==> config.mk <==
export PLATFORM = sky130hd
export DESIGN_NAME = cdc_front
export DESIGN_NICKNAME = d
export VERILOG_FILES = /design/src/hw/rtl/cdc_pkg.sv /design/src/hw/rtl/cdc_fifo.sv /design/src/hw/rtl/cdc_front.sv
export SDC_FILE = /design/constraint.sdc
export NUM_CORES = 1
export LEC_CHECK = 0
export ABC_AREA = 1
export BUFFER_PORTS_ARGS = -buffer_cell sky130_fd_sc_hd__buf_4
export CORE_MARGIN = 2
export CORE_UTILIZATION = 50
export DETAILED_ROUTE_END_ITERATION = 10
export MAX_ROUTING_LAYER = met4
export PLACE_DENSITY_LB_ADDON = 0.05
export SYNTH_ARGS = -nofsm -noshare
export SYNTH_HDL_FRONTEND = slang
export SYNTH_SLANG_ARGS = --single-unit
==> constraint.sdc <==
create_clock -name i_clk -period 4.1 [get_ports i_clk]
set_input_delay 0.82 -clock i_clk [delete_from_list [all_inputs] [get_ports i_clk]]
set_output_delay 0.82 -clock i_clk [all_outputs]
set_load 0.01 [all_outputs]
==> src/hw/rtl/cdc_pkg.sv <==
package cdc_pkg;

    localparam int CNT_W    = 7;
    localparam int PADDR_W  = 4;
    localparam int DEF_MAX_IN_CH    = 16;
    localparam int DEF_MAX_OUT_CH   = 16;
    localparam int DEF_MAX_TAPS     = 8;
    localparam int DEF_MAX_DILATION = 16;
    localparam int DEF_HIST_DEPTH   = 128;
    localparam int ACC_W    = 48;

    localparam logic [1:0] OP_SAMPLE = 2'd0;
    localparam logic [1:0] OP_WEIGHT = 2'd1;
    localparam logic [1:0] OP_BIAS   = 2'd2;

    localparam logic [1:0] REG_IN_CH  = 2'd0;
    localparam logic [1:0] REG_OUT_CH = 2'd1;
    localparam logic [1:0] REG_TAPS   = 2'd2;
    localparam logic [1:0] REG_DIL    = 2'd3;

    typedef enum logic [1:0] {
        CMD_SAMPLE,
        CMD_WEIGHT,
        CMD_BIAS
    } t_kind;

    typedef struct packed {
        t_kind        kind;
        logic         wr_en;
        logic         ends_step;
        logic         seq_start;
        logic [3:0]   out_index;
        logic [3:0]   in_index;
        logic [2:0]   tap_index;
        logic [31:0]  data;
    } t_cmd;

    typedef struct packed {
        logic [CNT_W-1:0] ic;
        logic [CNT_W-1:0] oc;
        logic [CNT_W-1:0] taps;
        logic [CNT_W-1:0] dil;
    } t_cfg;

    typedef struct packed {
        logic [3:0]  channel;
        logic [31:0] value;
        logic        last;
    } t_res;

    typedef enum logic [2:0] {
        BS_IDLE,
        BS_BIAS,
        BS_INIT,
        BS_ISSUE,
        BS_DRAIN,
        BS_WRITE
    } t_bstate;

    function automatic logic [CNT_W-1:0] clamp_cnt(input logic [4:0] v, input int hi);
        logic [CNT_W-1:0] r;
        if (v == 5'd0) begin
            r = CNT_W'(1);
        end else if (32'(v) > hi) begin
            r = CNT_W'(hi);
        end else begin
            r = CNT_W'(v);
        end
        return r;
    endfunction

    function automatic logic [31:0] sat32(input logic signed [ACC_W-1:0] a);
        logic [31:0] r;
        if (a > ACC_W'(64'sh7FFF_FFFF)) begin
            r = 32'h7FFF_FFFF;
        end else if (a < -ACC_W'(64'sh8000_0000)) begin
            r = 32'h8000_0000;
        end else begin
            r = a[31:0];
        end
        return r;
    endfunction

endpackage

==> src/hw/rtl/cdc_fifo.sv <==
module cdc_fifo #(
    parameter int WIDTH = 8,
    parameter int DEPTH = 2
) (
    input  logic             i_clk,
    input  logic             i_rst_n,
    input  logic             i_push,
    input  logic [WIDTH-1:0] i_data,
    output logic             o_full,
    input  logic             i_pop,
    output logic [WIDTH-1:0] o_data,
    output logic             o_empty
);
    localparam int AW = (DEPTH > 1) ? $clog2(DEPTH) : 1;
    localparam int CW = $clog2(DEPTH + 1);

    logic [WIDTH-1:0] r_buf [DEPTH];
    logic [AW-1:0]    r_wp, r_rp;
    logic [CW-1:0]    r_cnt;
    logic             do_push, do_pop;

    assign o_full   = (r_cnt == CW'(DEPTH));
    assign o_empty  = (r_cnt == '0);
    assign do_push  = i_push && !o_full;
    assign do_pop   = i_pop && !o_empty;
    assign o_data   = r_buf[r_rp];

    always_ff @(posedge i_clk) begin
        if (do_push) begin
            r_buf[r_wp] <= i_data;
        end
    end

    always_ff @(posedge i_clk) begin
        if (!i_rst_n) begin
            r_wp  <= '0;
            r_rp  <= '0;
            r_cnt <= '0;
        end else begin
            if (do_push) begin
                r_wp <= (r_wp == AW'(DEPTH - 1)) ? '0 : r_wp + AW'(1);
            end
            if (do_pop) begin
                r_rp <= (r_rp == AW'(DEPTH - 1)) ? '0 : r_rp + AW'(1);
            end
            if (do_push && !do_pop) begin
                r_cnt <= r_cnt + CW'(1);
            end else if (do_pop && !do_push) begin
                r_cnt <= r_cnt - CW'(1);
            end
        end
    end
endmodule

==> src/hw/rtl/cdc_front.sv <==
module cdc_front #(
    parameter int MAX_IN_CH  = cdc_pkg::DEF_MAX_IN_CH,
    parameter int MAX_OUT_CH = cdc_pkg::DEF_MAX_OUT_CH,
    parameter int MAX_TAPS   = cdc_pkg::DEF_MAX_TAPS
) (
    input  logic          i_clk,
    input  logic          i_rst_n,
    input  cdc_pkg::t_cfg i_cfg,
    input  logic          i_push,
    output logic          o_full,
    input  logic [1:0]    i_operation,
    input  logic [3:0]    i_out_index,
    input  logic [3:0]    i_in_index,
    input  logic [2:0]    i_tap_index,
    input  logic [15:0]   i_sample_value,
    input  logic [15:0]   i_weight_value,
    input  logic [31:0]   i_bias_value,
    input  logic          i_sequence_start,
    output cdc_pkg::t_cmd o_cmd,
    output logic          o_cmd_valid,
    input  logic          i_cmd_pop
);
    cdc_pkg::t_cmd cmd;
    logic          keep;
    logic          cmd_empty;
    logic          in_ok, out_ok, tap_ok;

    assign in_ok  = 32'(i_in_index) < MAX_IN_CH;
    assign out_ok = 32'(i_out_index) < MAX_OUT_CH;
    assign tap_ok = 32'(i_tap_index) < MAX_TAPS;

    // classify the request; drop unknown operations and loads out of range
    always_comb begin
        cmd           = '0;
        keep          = 1'b0;
        cmd.out_index = i_out_index;
        cmd.in_index  = i_in_index;
        cmd.tap_index = i_tap_index;
        cmd.seq_start = i_sequence_start;
        case (i_operation)
            cdc_pkg::OP_SAMPLE: begin
                cmd.kind      = cdc_pkg::CMD_SAMPLE;
                cmd.data      = {{16{i_sample_value[15]}}, i_sample_value};
                cmd.wr_en     = in_ok;
                cmd.ends_step = (cdc_pkg::CNT_W'(i_in_index)
                                 == i_cfg.ic - cdc_pkg::CNT_W'(1));
                keep          = 1'b1;
            end
            cdc_pkg::OP_WEIGHT: begin
                cmd.kind  = cdc_pkg::CMD_WEIGHT;
                cmd.data  = {{16{i_weight_value[15]}}, i_weight_value};
                cmd.wr_en = 1'b1;
                keep      = in_ok && out_ok && tap_ok;
            end
            cdc_pkg::OP_BIAS: begin
                cmd.kind  = cdc_pkg::CMD_BIAS;
                cmd.data  = i_bias_value;
                cmd.wr_en = 1'b1;
                keep      = out_ok;
            end
            default: begin
                keep = 1'b0;
            end
        endcase
    end

    cdc_fifo #(
        .WIDTH ($bits(cdc_pkg::t_cmd)),
        .DEPTH (2)
    ) u_cmd_q (
        .i_clk   (i_clk),
        .i_rst_n (i_rst_n),
        .i_push  (i_push && keep),
        .i_data  (cmd),
        .o_full  (o_full),
        .i_pop   (i_cmd_pop),
        .o_data  (o_cmd),
        .o_empty (cmd_empty)
    );

    assign o_cmd_valid = !cmd_empty;
endmodule

**Word-level counts from Yosys, hierarchy flattened**

Memories as Yosys holds them, arrays and structs flattened. A register that Yosys moved wholly into a read port is not among the register bits.
Index checks and enable logic that the tools add are counted.
Widths: inputs -> output; s select.

- Output and inout port bits: 50
- Flip-flop bits (word level): 4
- Memories kept: 1
- Input port bits: 110
- RAM bits: 96

- Reductions and logical operators: 13
- $add $sub $neg: 5
- Equality and inequality tests: 4
- Mux-type cells: 12

Memory list:

| name | words | bits a word | read ports | clocked after Yosys merged registers in | write ports | RTL line | text |
|---|---|---|---|---|---|---|---|
| u_cmd_q.r_buf | 2 | 48 | 1 | 1 | 1 | cdc_fifo.sv:17 | `logic [WIDTH-1:0] r_buf [DEPTH];` |

Operator list:

| operator | count |
|---|---|
| $pmux 32 s3 | 1 |
| $pmux 3 s3 | 1 |
| $mux 1 | 8 |
| $eq 4x7->1 | 1 |
| $sub 7x1->7 const B | 1 |
| $logic_and 1x1->1 | 5 |
| $eq 2x2->1 const B | 2 |
| $logic_not 1->1 | 4 |
| $logic_not 2->1 | 2 |
| $mux 2 | 2 |
| $reduce_or 3->1 | 1 |
| $add 1x1->1 const B | 2 |
| $add 2x1->2 const B | 1 |
| $eq 2x1->1 const B | 1 |
| $reduce_bool 2->1 | 1 |
| $sub 2x1->2 const B | 1 |

**Depth between registers and ports, before layout**

Gate-level depths: netlist of the first run.

- Depth after elaboration: 9
- Mapped depth: 10
- Depth with buffers taken out: 10

**Hierarchy**

A second synthesis of the first run with hierarchy kept.

- Cell total of the unflattened synthesis: 344
- Area total of the unflattened synthesis: 4494.3 µm²

By module, submodules not included:

| module | area an instance (µm²) | cells an instance | times used |
|---|---|---|---|
| cdc_fifo | 3783.6 | 187 | 1 |
| cdc_front | 710.7 | 157 | 1 |

**Worst setup path before layout of the first run**

Ideal clock, no wire load.

- Path kind: input port to flip-flop
- From: input port i_operation[0]
- To: memory u_cmd_q.r_buf[1][0] (netlist bit), enable pin
- Stages: 3
- Setup slack: 0.578 ns
- Arrival: 3.067 ns
- Buffers on the path: 0
- Setup time: 0.455 ns
- Path through: nand2_1 -> nand3_1 -> nor2_1

- Longest elaborated chain between the ends: 7
- Elaborated cells on any way between the ends: 9

Ends and longest elaborated chain:

| what | RTL line | text |
|---|---|---|
| start, declared | cdc_front.sv:11 | `input logic [1:0] i_operation,` |
| $eq 2x2->1, or another cell as far along | cdc_front.sv:40 | `case (i_operation)` |
| $reduce_or 3->1 (no line) (*) | -- |  |
| $mux 1 (*) | cdc_front.sv:40 |  |
| $logic_and 1x1->1 (*) | cdc_front.sv:73 | `.i_push (i_push && keep),` |
| $logic_and 1x1->1 (*) | cdc_fifo.sv:24 | `assign do_push = i_push && !o_full;` |
| $mux 1 (*) | cdc_fifo.sv:29 | `if (do_push) begin` |
| $mux 1 (not written as such) (*) | cdc_fifo.sv:30 | `r_buf[r_wp] <= i_data;` |
| end, declared | cdc_fifo.sv:17 |  |

Every way passes the cells marked *; elsewhere a longest branch is shown, timed or not.

==> results of run 1 <==
-- placed cells by master, fill, tap and decap left out, drive strengths merged --
cell      instances
buf             143
edfxtp           96
nand2            96
mux2             48
nand3            36
inv              20
nor2             12
clkbuf           12
o21ai             5
dfxtp             5
a21oi             4
bufinv            3
nand3b            2
ha                2
xor2              1
o21bai            1
clkinvlp          1
-- sequential cells by signal (all words and copies together), names as in the netlist, named ones only --
register,count
u_cmd_q.r_buf,96
u_cmd_q.r_cnt,2
u_cmd_q.r_rp,1
u_cmd_q.r_wp,1
-- final cells by class --
type / count / area (um^2) / share of cell area (%)
tap: 108 / 135.1 / 2.316
timing repair buffer: 143 / 1086 / 18.61
inverter: 20 / 75.07 / 1.286
multi-input combinational: 207 / 1323 / 22.66
clock inverter: 4 / 97.59 / 1.672
sequential: 101 / 2984 / 51.14
clock buffer: 12 / 135.1 / 2.316
-- worst max-delay path by stage --
stage              startpoint  slack, ps             endpoint  cells after the start
6_report                 flop       1220            o_cmd[15]                      3
5_1_grt                  flop       1100             o_cmd[3]                      3
4_1_cts                  flop       1170            o_cmd[47]                      3
3_5_place_dp             flop       1570            o_cmd[47]                      3
3_3_place_gp             flop       1580            o_cmd[15]                      3
2_1_floorplan  i_operation[0]        580  u_cmd_q.r_buf[1][0]                      3
-- per-layer routing --
| metal | vias to the layer above | GRT usage (%) |
|---|---|---|
| met4 | 0 | 7.271 |
| met3 | 13 | 4.255 |
| met1 | 1412 | 22.85 |
| met2 | 99 | 31.50 |
| li1 | 1476 | - |
| met5 | - | - |
-- worst reg2reg max path, stage by stage (launching register included) --
cell and delay (ps):
dfxtp_1 350, inv_1 90, nand2_1 100, nand3_1 200, nor2_4 620, buf_12 290
-- power groups by stage --
stage               sequential (W)  combinational [W]  clock [W]
floorplan                  0.00133           0.000470          0
global placement           0.00135           0.000784          0
detailed placement         0.00136           0.000796          0
CTS                        0.00134           0.000799   0.000738
global route               0.00135           0.000850   0.000782
finish                     0.00134           0.000786   0.000721
-- cell families (layout without fill, tap and decap cells) --
kind of cell    count (synthesis)  after routing  share of synthesized area, %
fa+ha+maj                       2              2                        0.5614
compound gates                 10             10                         1.179
buf+inv                        32            179                         3.734
simple gates                  146            146                         13.59
flops                         101            101                         66.93
mux                            48             48                         13.81
xor+xnor                        1              1                        0.1966
-- stage by stage --
stage          total power, W  worst slack (ps)  utilization, %
6_report             0.002843              1223           67.24
5_1_grt              0.002982              1098           67.24
4_1_cts              0.002875              1171           67.24
3_5_place_dp         0.002158              1567           64.56
3_3_place_gp         0.002137              1577           64.56
2_1_floorplan        0.001801             577.6               -
==> results.sh, run 1 <==
export IMPL_crit_top_cell="buf_4"
export IMPL_cts_hold_buffers=0
export IMPL_p_sw_share_pct=25.66
export IMPL_drv_cap=0
export IMPL_die_y_um=98.41
export IMPL_p_leak_nw=2.471
export IMPL_cts_clk_slew_worst_paths_ps=90
export IMPL_synthTopCellsByCount="96 x edfxtp_1, 94 x nand2_1, 36 x nand3_1"
export IMPL_synth_top_area_share_pct=64.68
export IMPL_max_stage_delay_ps=750
export IMPL_overflow=0
export IMPL_slew_viol_final=0
export IMPL_cp_data_required_time_ps=3280
export IMPL_grt_pass1_wl_um=13680
export IMPL_syn_to_final_growth_pct=30.94
export IMPL_insertion_delay_ps=360
export IMPL_yosysMostFrequentCell="edfxtp_1"
export IMPL_synth_edf_count=96
export IMPL_cp_slowest_cell="dfxtp_2"
export IMPL_post_cts_resized=0
export IMPL_fill_cells=672
export IMPL_viasPerCell=5.042
export IMPL_cts_max_path_buffers=2
export IMPL_instances_no_fill=595
export IMPL_rr_endpoint="u_cmd_q.r_buf[0][42]"
export IMPL_p_sw_w=0.0007296
export IMPL_slew_limit_headroom_pct=25.78
export IMPL_syn_area_per_cell_um2=13.11
export IMPL_setup_viol=0
export IMPL_clkSinkCount=101
export IMPL_synth_fp_nets=452
export IMPL_drt_iter0_drc=87
export IMPL_rsz0062_at_grt="no"
export IMPL_firstDrtPassIters=4
export IMPL_reg2regPathDepth=5
export IMPL_fin_crit_ps=2877
export IMPL_synth_distinct_cells=18
export IMPL_timing_final_crit_share_pct=70.18
export IMPL_nets=594
export IMPL_start_util_pct=51.36
export IMPL_core_area_mm2=0.008678
export IMPL_crit_fanout=22
export IMPL_syn_cell_area_mm2=0.004457
export IMPL_wl_met3_um=503
export IMPL_timing_hold_ws_ps=483.2
export IMPL_p_clk_share_pct=25.4
export IMPL_final_cell_area_mm2=0.005836
export IMPL_dr_total_vias=3000
export IMPL_io_buffers=138
export IMPL_routedWlPerCell_um=14.73
export IMPL_wl_met1_um=3614
export IMPL_synthCells=340
export IMPL_setup_tns_ps=0
export IMPL_antenna_found_initial=0
export IMPL_finClkSkew_ps=9.635
export IMPL_min_delay_start="u_cmd_q.r_rp"
export IMPL_status="completed"
export IMPL_worstPathCellList="buf_4, mux2_2, buf_4"
export IMPL_synth_top_area_cell="edfxtp_1"
export IMPL_endpoint_kind="output pin"
export IMPL_dp_cells=579
export IMPL_internal_power_w=0.002113
export IMPL_die_x_um=98.41
export IMPL_yosys_register_bits=101
export IMPL_critPathTopFamily="flip-flops"
export IMPL_drc_errors=0
export IMPL_grtUsageTotal_pct=18.99
export IMPL_max_freq_ghz=0.3476
export IMPL_gp_congestion=0.7808
export IMPL_core_rowCount=34
export IMPL_hold_class="flop to flop"
export IMPL_r2r_start="u_cmd_q.r_cnt[0]"
export IMPL_highest_layer="met4"
export IMPL_cts_root_buf="clkbuf_8"
export IMPL_cts_tree="built"
export IMPL_grt_max_degree=35
export IMPL_reg2reg_slack_ps=2150
export IMPL_post_dp_hpwl_um=6020
export IMPL_worst_path_buf_inv=2
export IMPL_postCtsSetupRepairBufs=0
export IMPL_synthFlopType="edfxtp_1"
export IMPL_critPathLaunchType="flop"
export IMPL_place_area_mm2=0.005603
export IMPL_cellPowerDensity_mw_per_mm2=487.1
export IMPL_route_met2_wl_um=4463
export IMPL_vdd_drop_max_uv=245.6
export IMPL_arrival_ps=2060
export IMPL_critical_path_class="flop to output pin"
export IMPL_combPwrFrac_pct=27.6
export IMPL_tightest_slew_ps=1112
export IMPL_drive_gt1_share_pct=43.33
export IMPL_num_antenna_cells=0
export IMPL_htreeDepth=3
export IMPL_wirelength_um=8762
export IMPL_pin_count=160
export IMPL_ant_nets=0
export IMPL_first_global_vias=2853
export IMPL_yosys_warnings=0
export IMPL_dieArea_mm2=0.009685
export IMPL_cts_buffers_inserted=9
export IMPL_yosysSeqAreaShare_pct=66.93
export IMPL_async_flop_share_pct=0
export IMPL_hold_path_cell_count=2
export IMPL_p_seq_share_pct=47.0
export IMPL_timing_hold_violations_final=0
export IMPL_ys_top_cells_by_area="edfxtp_1 65%, nand2_1 7.9%, mux2_2 7.1%, mux2_4 6.7%, nand3_1 4.0%"
No activity file was read; power rests on OpenSTA's default activity.
==> run 2: changes to the inputs <==
- ABC_AREA: 1 -> 0
- CORE_UTILIZATION: 50 -> 49
- clock period: 4.1 -> 2.8 ns (I/O delays scaled with it)
==> results.sh, run 2 <==
export IMPL_status="completed"
export IMPL_synthCells=293
export IMPL_internal_power_w=0.003098
export IMPL_p_sw_share_pct=27.13
export IMPL_syn_cell_area_mm2=0.004408
export IMPL_setup_viol=0
export IMPL_grt_pass1_wl_um=13920
export IMPL_layout_commonest_cell="buf_4"
export IMPL_post_dp_hpwl_um=5839
export IMPL_slew_limit_headroom_pct=58.09
export IMPL_hold_path_cell_count=1
export IMPL_reg2regPathDepth=6
export IMPL_cts_clk_slew_worst_paths_ps=90
export IMPL_vdd_drop_max_uv=462.8
export IMPL_worstPathCellList="buf_4, mux2_2, buf_4"
export IMPL_layout_common_cells="147 x buf_4, 96 x edfxtp_1, 48 x mux2_2"
export IMPL_postCtsSetupRepairBufs=0
export IMPL_drv_cap=0
export IMPL_ant_nets=0
export IMPL_layout_area_seq_mm2=0.002984
export IMPL_pin_count=160
export IMPL_overflow=0
export IMPL_p_clk_share_pct=22.9
export IMPL_grtUsageTotal_pct=18.92
export IMPL_fin_crit_ps=2330
export IMPL_routedWlPerCell_um=15.88
export IMPL_crit_top_cell="buf_4"
export IMPL_syn_to_final_growth_pct=31.28
export IMPL_drt_iter0_drc=110
export IMPL_cp_slowest_cell="dfxtp_2"
export IMPL_max_stage_delay_ps=660
export IMPL_core_area_mm2=0.008721
export IMPL_critical_path_depth=3
export IMPL_rsz0062_at_grt="no"
export IMPL_ys_top_cells_by_area="edfxtp_1 65%, mux2_2 12%, mux2i_1 3.6%, nand2_1 2.9%, dfxtp_1 2.3%"
export IMPL_grt_max_degree=37
export IMPL_combPwrFrac_pct=31.0
export IMPL_crit_fanout=19
export IMPL_clkSinkCount=101
export IMPL_arrival_ps=1770
export IMPL_start_util_pct=50.55
export IMPL_async_flop_share_pct=0
export IMPL_gp_congestion=0.7972
export IMPL_dr_total_vias=2876
export IMPL_post_cts_resized=0
export IMPL_yosysMostFrequentCell="edfxtp_1"
export IMPL_insertion_delay_ps=360
export IMPL_nets=547
export IMPL_p_seq_share_pct=46.2
export IMPL_yosys_warnings=0
export IMPL_tightest_slew_ps=628.6
export IMPL_cts_buffers_inserted=9
export IMPL_synth_fp_nets=405
export IMPL_regMostFlops="u_cmd_q.r_buf"
export IMPL_largest_register_ffs=96
export IMPL_firstDrtPassIters=4
export IMPL_die_y_um=98.85
export IMPL_cts_tree="built"
export IMPL_reg2reg_slack_ps=1040
export IMPL_cts_root_buf="clkbuf_8"
export IMPL_cts_hold_buffers=0
export IMPL_wirelength_um=8684
export IMPL_finClkSkew_ps=9.825
export IMPL_synth_edf_count=96
export IMPL_antenna_found_initial=0
export IMPL_critical_path_class="flop to output pin"
export IMPL_worst_path_buf_inv=2
export IMPL_setup_tns_ps=0
export IMPL_slew_viol_final=0
export IMPL_hold_class="primary input to flop"
export IMPL_timing_final_crit_share_pct=83.21
export IMPL_max_freq_ghz=0.4292
export IMPL_p_sw_w=0.001154
export IMPL_synthTopCellsByCount="96 x edfxtp_1, 48 x mux2_2, 34 x nand2_1"
export IMPL_syn_area_per_cell_um2=15.04
export IMPL_multi_input_area_mm2=0.001310
export IMPL_yosys_register_bits=101
export IMPL_cts_max_path_buffers=2
export IMPL_drive_gt1_share_pct=51.25
export IMPL_cp_data_required_time_ps=2240
export IMPL_timing_hold_violations_final=0
export IMPL_fill_cells=655
export IMPL_yosysSeqAreaShare_pct=67.67
export IMPL_synth_distinct_cells=35
export IMPL_htreeDepth=3
export IMPL_viasPerCell=5.258
export IMPL_cellPowerDensity_mw_per_mm2=734.8
export IMPL_synthFlopType="edfxtp_1"
export IMPL_timing_hold_ws_ps=387.8
export IMPL_drc_errors=0
export IMPL_synth_top_area_cell="edfxtp_1"
export IMPL_dieArea_mm2=0.009770
export IMPL_io_buffers=138
export IMPL_num_antenna_cells=0
export IMPL_critPathTopFamily="flip-flops"
export IMPL_die_x_um=98.85
export IMPL_endpoint_kind="output pin"
export IMPL_first_global_vias=2886
export IMPL_core_rowCount=34
export IMPL_synth_top_area_share_pct=65.40
export IMPL_reg_largest_list="u_cmd_q.r_buf x96, u_cmd_q.r_cnt x2"
export IMPL_critPathLaunchType="flop"
export IMPL_p_leak_nw=2.279
-- run 2: cell types whose count changed in the layout (fill, tap and decap cells not counted), sizes merged, moves of 4 or more --
cell   change
inv       -13
nor3       +5
mux2i     +16
buf        +5
xnor2      +4
and2       +4
a21oi     +13
nand2     -62
nor2      -10
nand3     -35
o21ai     +12
-- run 2: worst paths after layout --
kind,start,endpoint
setup / recovery,flop,o_cmd[9]
hold / removal,i_out_index[1],u_cmd_q.r_buf[1][40]
setup reg to reg,u_cmd_q.r_cnt[0],u_cmd_q.r_cnt[1]
hold reg to reg,u_cmd_q.r_cnt[1],u_cmd_q.r_cnt[1]
-- run 2: layout make-up --
type,count,area share [%]
sequential,101,51.57
multi-input combinational,169,22.64
timing repair buffer,148,19.42
tap,108,2.335
clock buffer,9,2.141
clock inverter,6,1.514
inverter,6,0.3892
-- run 2: cell families after synthesis --
family,count (synthesis),share of synthesized area (%)
AND/OR/NAND/NOR,55,5.677
adder cells (fa/ha/maj),2,0.5676
AO/OA/AOI/OAI,41,5.904
flip-flops,101,67.67
buffers and inverters,23,2.895
multiplexers,64,15.90
XOR/XNOR,7,1.391
-- run 2: per-layer routing --
layer | wire length [um] | part of all wire, % | vias up | global-route usage [%]
met5 | 0 | 0 | - | -
met4 | 63 | 0.73 | 0 | 5.374
met1 | 3619 | 42 | 1398 | 22.64
li1 | - | - | 1373 | -
met3 | 464 | 5.3 | 6 | 4.468
met2 | 4537 | 52 | 99 | 32.12
-- run 2: stage by stage --
step	instance area (um^2)	std cells	power, W	utilization (%)	worst slack [ps]
finish	5787	547	0.004252	66.36	470.0
global route	5787	547	0.004463	66.36	347.9
CTS	5787	547	0.004305	66.36	408.5
detailed placement	5575	532	0.003332	63.93	438.4
global placement	5575	532	0.003308	63.93	509.6
floorplan	4410	293	0.002697	-	-66.45
-- run 2: power by group through the flow --
stage | clock network (W) | logic (W) | registers (W)
final | 0.000972 | 0.00132 | 0.00196
after global placement | 0 | 0.00132 | 0.00199
after CTS | 0.00100 | 0.00134 | 0.00197
after global routing | 0.00106 | 0.00142 | 0.00199
after detailed placement | 0 | 0.00133 | 0.00200
after floorplan | 0 | 0.000752 | 0.00195
==> run 3: changes to the inputs <==
- CORE_UTILIZATION: 49 -> 45
- clock period: 2.8 -> 1.9 ns (I/O delays scaled with it)
==> results.sh, run 3 (same netlist as run 2, synthesis figures left out) <==
export IMPL_cp_data_required_time_ps=1520
export IMPL_setup_viol=0
export IMPL_dp_cells=559
export IMPL_slew_limit_headroom_pct=60.59
export IMPL_endpoint_kind="output pin"
export IMPL_status="completed"
export IMPL_rsz0062_at_grt="no"
export IMPL_tightest_slew_ps=591.2
export IMPL_dieArea_mm2=0.01060
export IMPL_fin_crit_ps=1813
export IMPL_final_cell_area_mm2=0.005897
export IMPL_grtUsageTotal_pct=16.37
export IMPL_reg_largest_list="u_cmd_q.r_buf x96, u_cmd_q.r_cnt x2"
export IMPL_cts_tree="built"
export IMPL_fill_cells=819
export IMPL_final_setup_worst_slack_ps=86.82
export IMPL_first_global_vias=2709
export IMPL_setup_tns_ps=0
export IMPL_insertion_delay_ps=350
export IMPL_place_area_mm2=0.005714
export IMPL_cts_max_path_buffers=2
export IMPL_cts_root_buf="clkbuf_8"
export IMPL_critical_path_class="flop to output pin"
export IMPL_max_freq_ghz=0.5515
export IMPL_num_antenna_cells=0
export IMPL_cts_buffers_inserted=9
export IMPL_dr_total_vias=2842
export IMPL_post_dp_hpwl_um=5973
export IMPL_reg2reg_slack_ps=200
export IMPL_grt_max_degree=27
export IMPL_layout_common_cells="145 x buf_4, 96 x edfxtp_1, 48 x mux2_2"
export IMPL_dpl_worst_slack_ps=102.3
export IMPL_drive_gt1_share_pct=51.80
export IMPL_crit_fanout=22
export IMPL_crit_end="o_cmd[17]"
export IMPL_drv_cap=0
export IMPL_cellPowerDensity_mw_per_mm2=1031
export IMPL_io_buffers=138
export IMPL_p_leak_nw=2.309
export IMPL_grt_pass1_wl_um=12760
export IMPL_hold_class="primary input to flop"
export IMPL_wirelength_um=8550
export IMPL_drt_iter0_drc=78
export IMPL_timing_final_crit_share_pct=95.43
export IMPL_start_util_pct=45.73
export IMPL_nets=551
export IMPL_vdd_drop_max_uv=633.6
export IMPL_instances_no_fill=577
export IMPL_gp_congestion=0.8065
export IMPL_core_area_mm2=0.009639
export IMPL_clkSinkCount=101
export IMPL_regMostFlops="u_cmd_q.r_buf"
export IMPL_ant_nets=0
export IMPL_pin_count=160
export IMPL_htreeDepth=3
export IMPL_timing_hold_ws_ps=215.5
export IMPL_antenna_found_initial=0
export IMPL_firstDrtPassIters=4
export IMPL_arrival_ps=1430
export IMPL_overflow=0
export IMPL_reg2regPathDepth=6
export IMPL_r2r_start="u_cmd_q.r_cnt[0]"
export IMPL_rr_endpoint="u_cmd_q.r_cnt[1]"
export IMPL_drc_errors=0
export IMPL_largest_register_ffs=96
export IMPL_layout_commonest_cell="buf_4"
export IMPL_die_y_um=103.0
export IMPL_viasPerCell=4.925
export IMPL_finClkSkew_ps=9.390
export IMPL_die_x_um=103.0
export IMPL_multi_input_area_mm2=0.001325
export IMPL_cts_clk_slew_worst_paths_ps=90
export IMPL_timing_hold_violations_final=0
export IMPL_routedWlPerCell_um=14.82
export IMPL_core_rowCount=36
export IMPL_layout_area_seq_mm2=0.002987
export IMPL_critPathLaunchType="flop"
export IMPL_syn_to_final_growth_pct=33.78
export IMPL_slew_viol_final=0
[run 3: cell types whose count changed in the layout (fill, tap and decap cells not counted), moves of 2 or more]
cell / previous run / this run
buf_12: 1 / 7
bufinv_16: 2 / 0
buf_4: 147 / 145
clkinv_1: 1 / 3
[run 3: area by class of cell]
| cell class | count | area share [%] |
|---|---|---|
| Timing Repair Buffer | 152 | 20.84 |
| Tap cell | 133 | 2.822 |
| Multi-Input combinational cell | 169 | 22.47 |
| Clock buffer | 9 | 2.101 |
| Clock inverter | 7 | 0.7002 |
| Sequential cell | 101 | 50.65 |
| Inverter | 6 | 0.4244 |
[run 3: critical path, stage by stage, from the launching register on]
cell and delay (ps):
dfxtp_4 400, buf_12 180, mux2_2 360, buf_4 140
[run 3: report_power, final]
part           leakage [nW]  switching, W  total (W)  internal (W)
combinational          1.29      0.000922    0.00207       0.00115
clock                0.0821      0.000695    0.00116      0.000468
sequential            0.940     0.0000834    0.00284       0.00276
[run 3: repair_timing]
item | CTS | global route
hold buffers | 0 | 0
endpoints found under the setup margin | 42 | 0
buffers inserted | 2 | 0
gates resized for setup | 1 | 0
[run 3: layer usage]
layer | wire (um) | GRT usage, % | vias up
met5 | 0 | - | -
met4 | 78 | 5.668 | 0
met3 | 491 | 4.203 | 8
met2 | 4513 | 27.87 | 70
met1 | 3466 | 18.81 | 1377
li1 | - | - | 1387
[run 3: worst min path at each step]
stage / startpoint / to / slack (ps) / cells past startpoint
6_report: i_tap_index[1] / u_cmd_q.r_buf[1][33] / 220 / 1
5_1_grt: i_tap_index[1] / u_cmd_q.r_buf[1][33] / 200 / 1
4_1_cts: i_out_index[0] / u_cmd_q.r_buf[0][39] / 200 / 1
3_5_place_dp: u_cmd_q.r_cnt[1] / u_cmd_q.r_cnt[1] / 520 / 2
3_3_place_gp: u_cmd_q.r_cnt[1] / u_cmd_q.r_cnt[1] / 490 / 2
2_1_floorplan: u_cmd_q.r_cnt[1] / u_cmd_q.r_cnt[1] / 470 / 2
[run 3: per-stage QoR]
| stage | util [%] | power, W |
|---|---|---|
| floorplan | - | 0.003993 |
| global placement | 59.28 | 0.004949 |
| detailed placement | 59.28 | 0.004975 |
| CTS | 61.18 | 0.006171 |
| global route | 61.18 | 0.006396 |
| finish | 61.18 | 0.006081 |
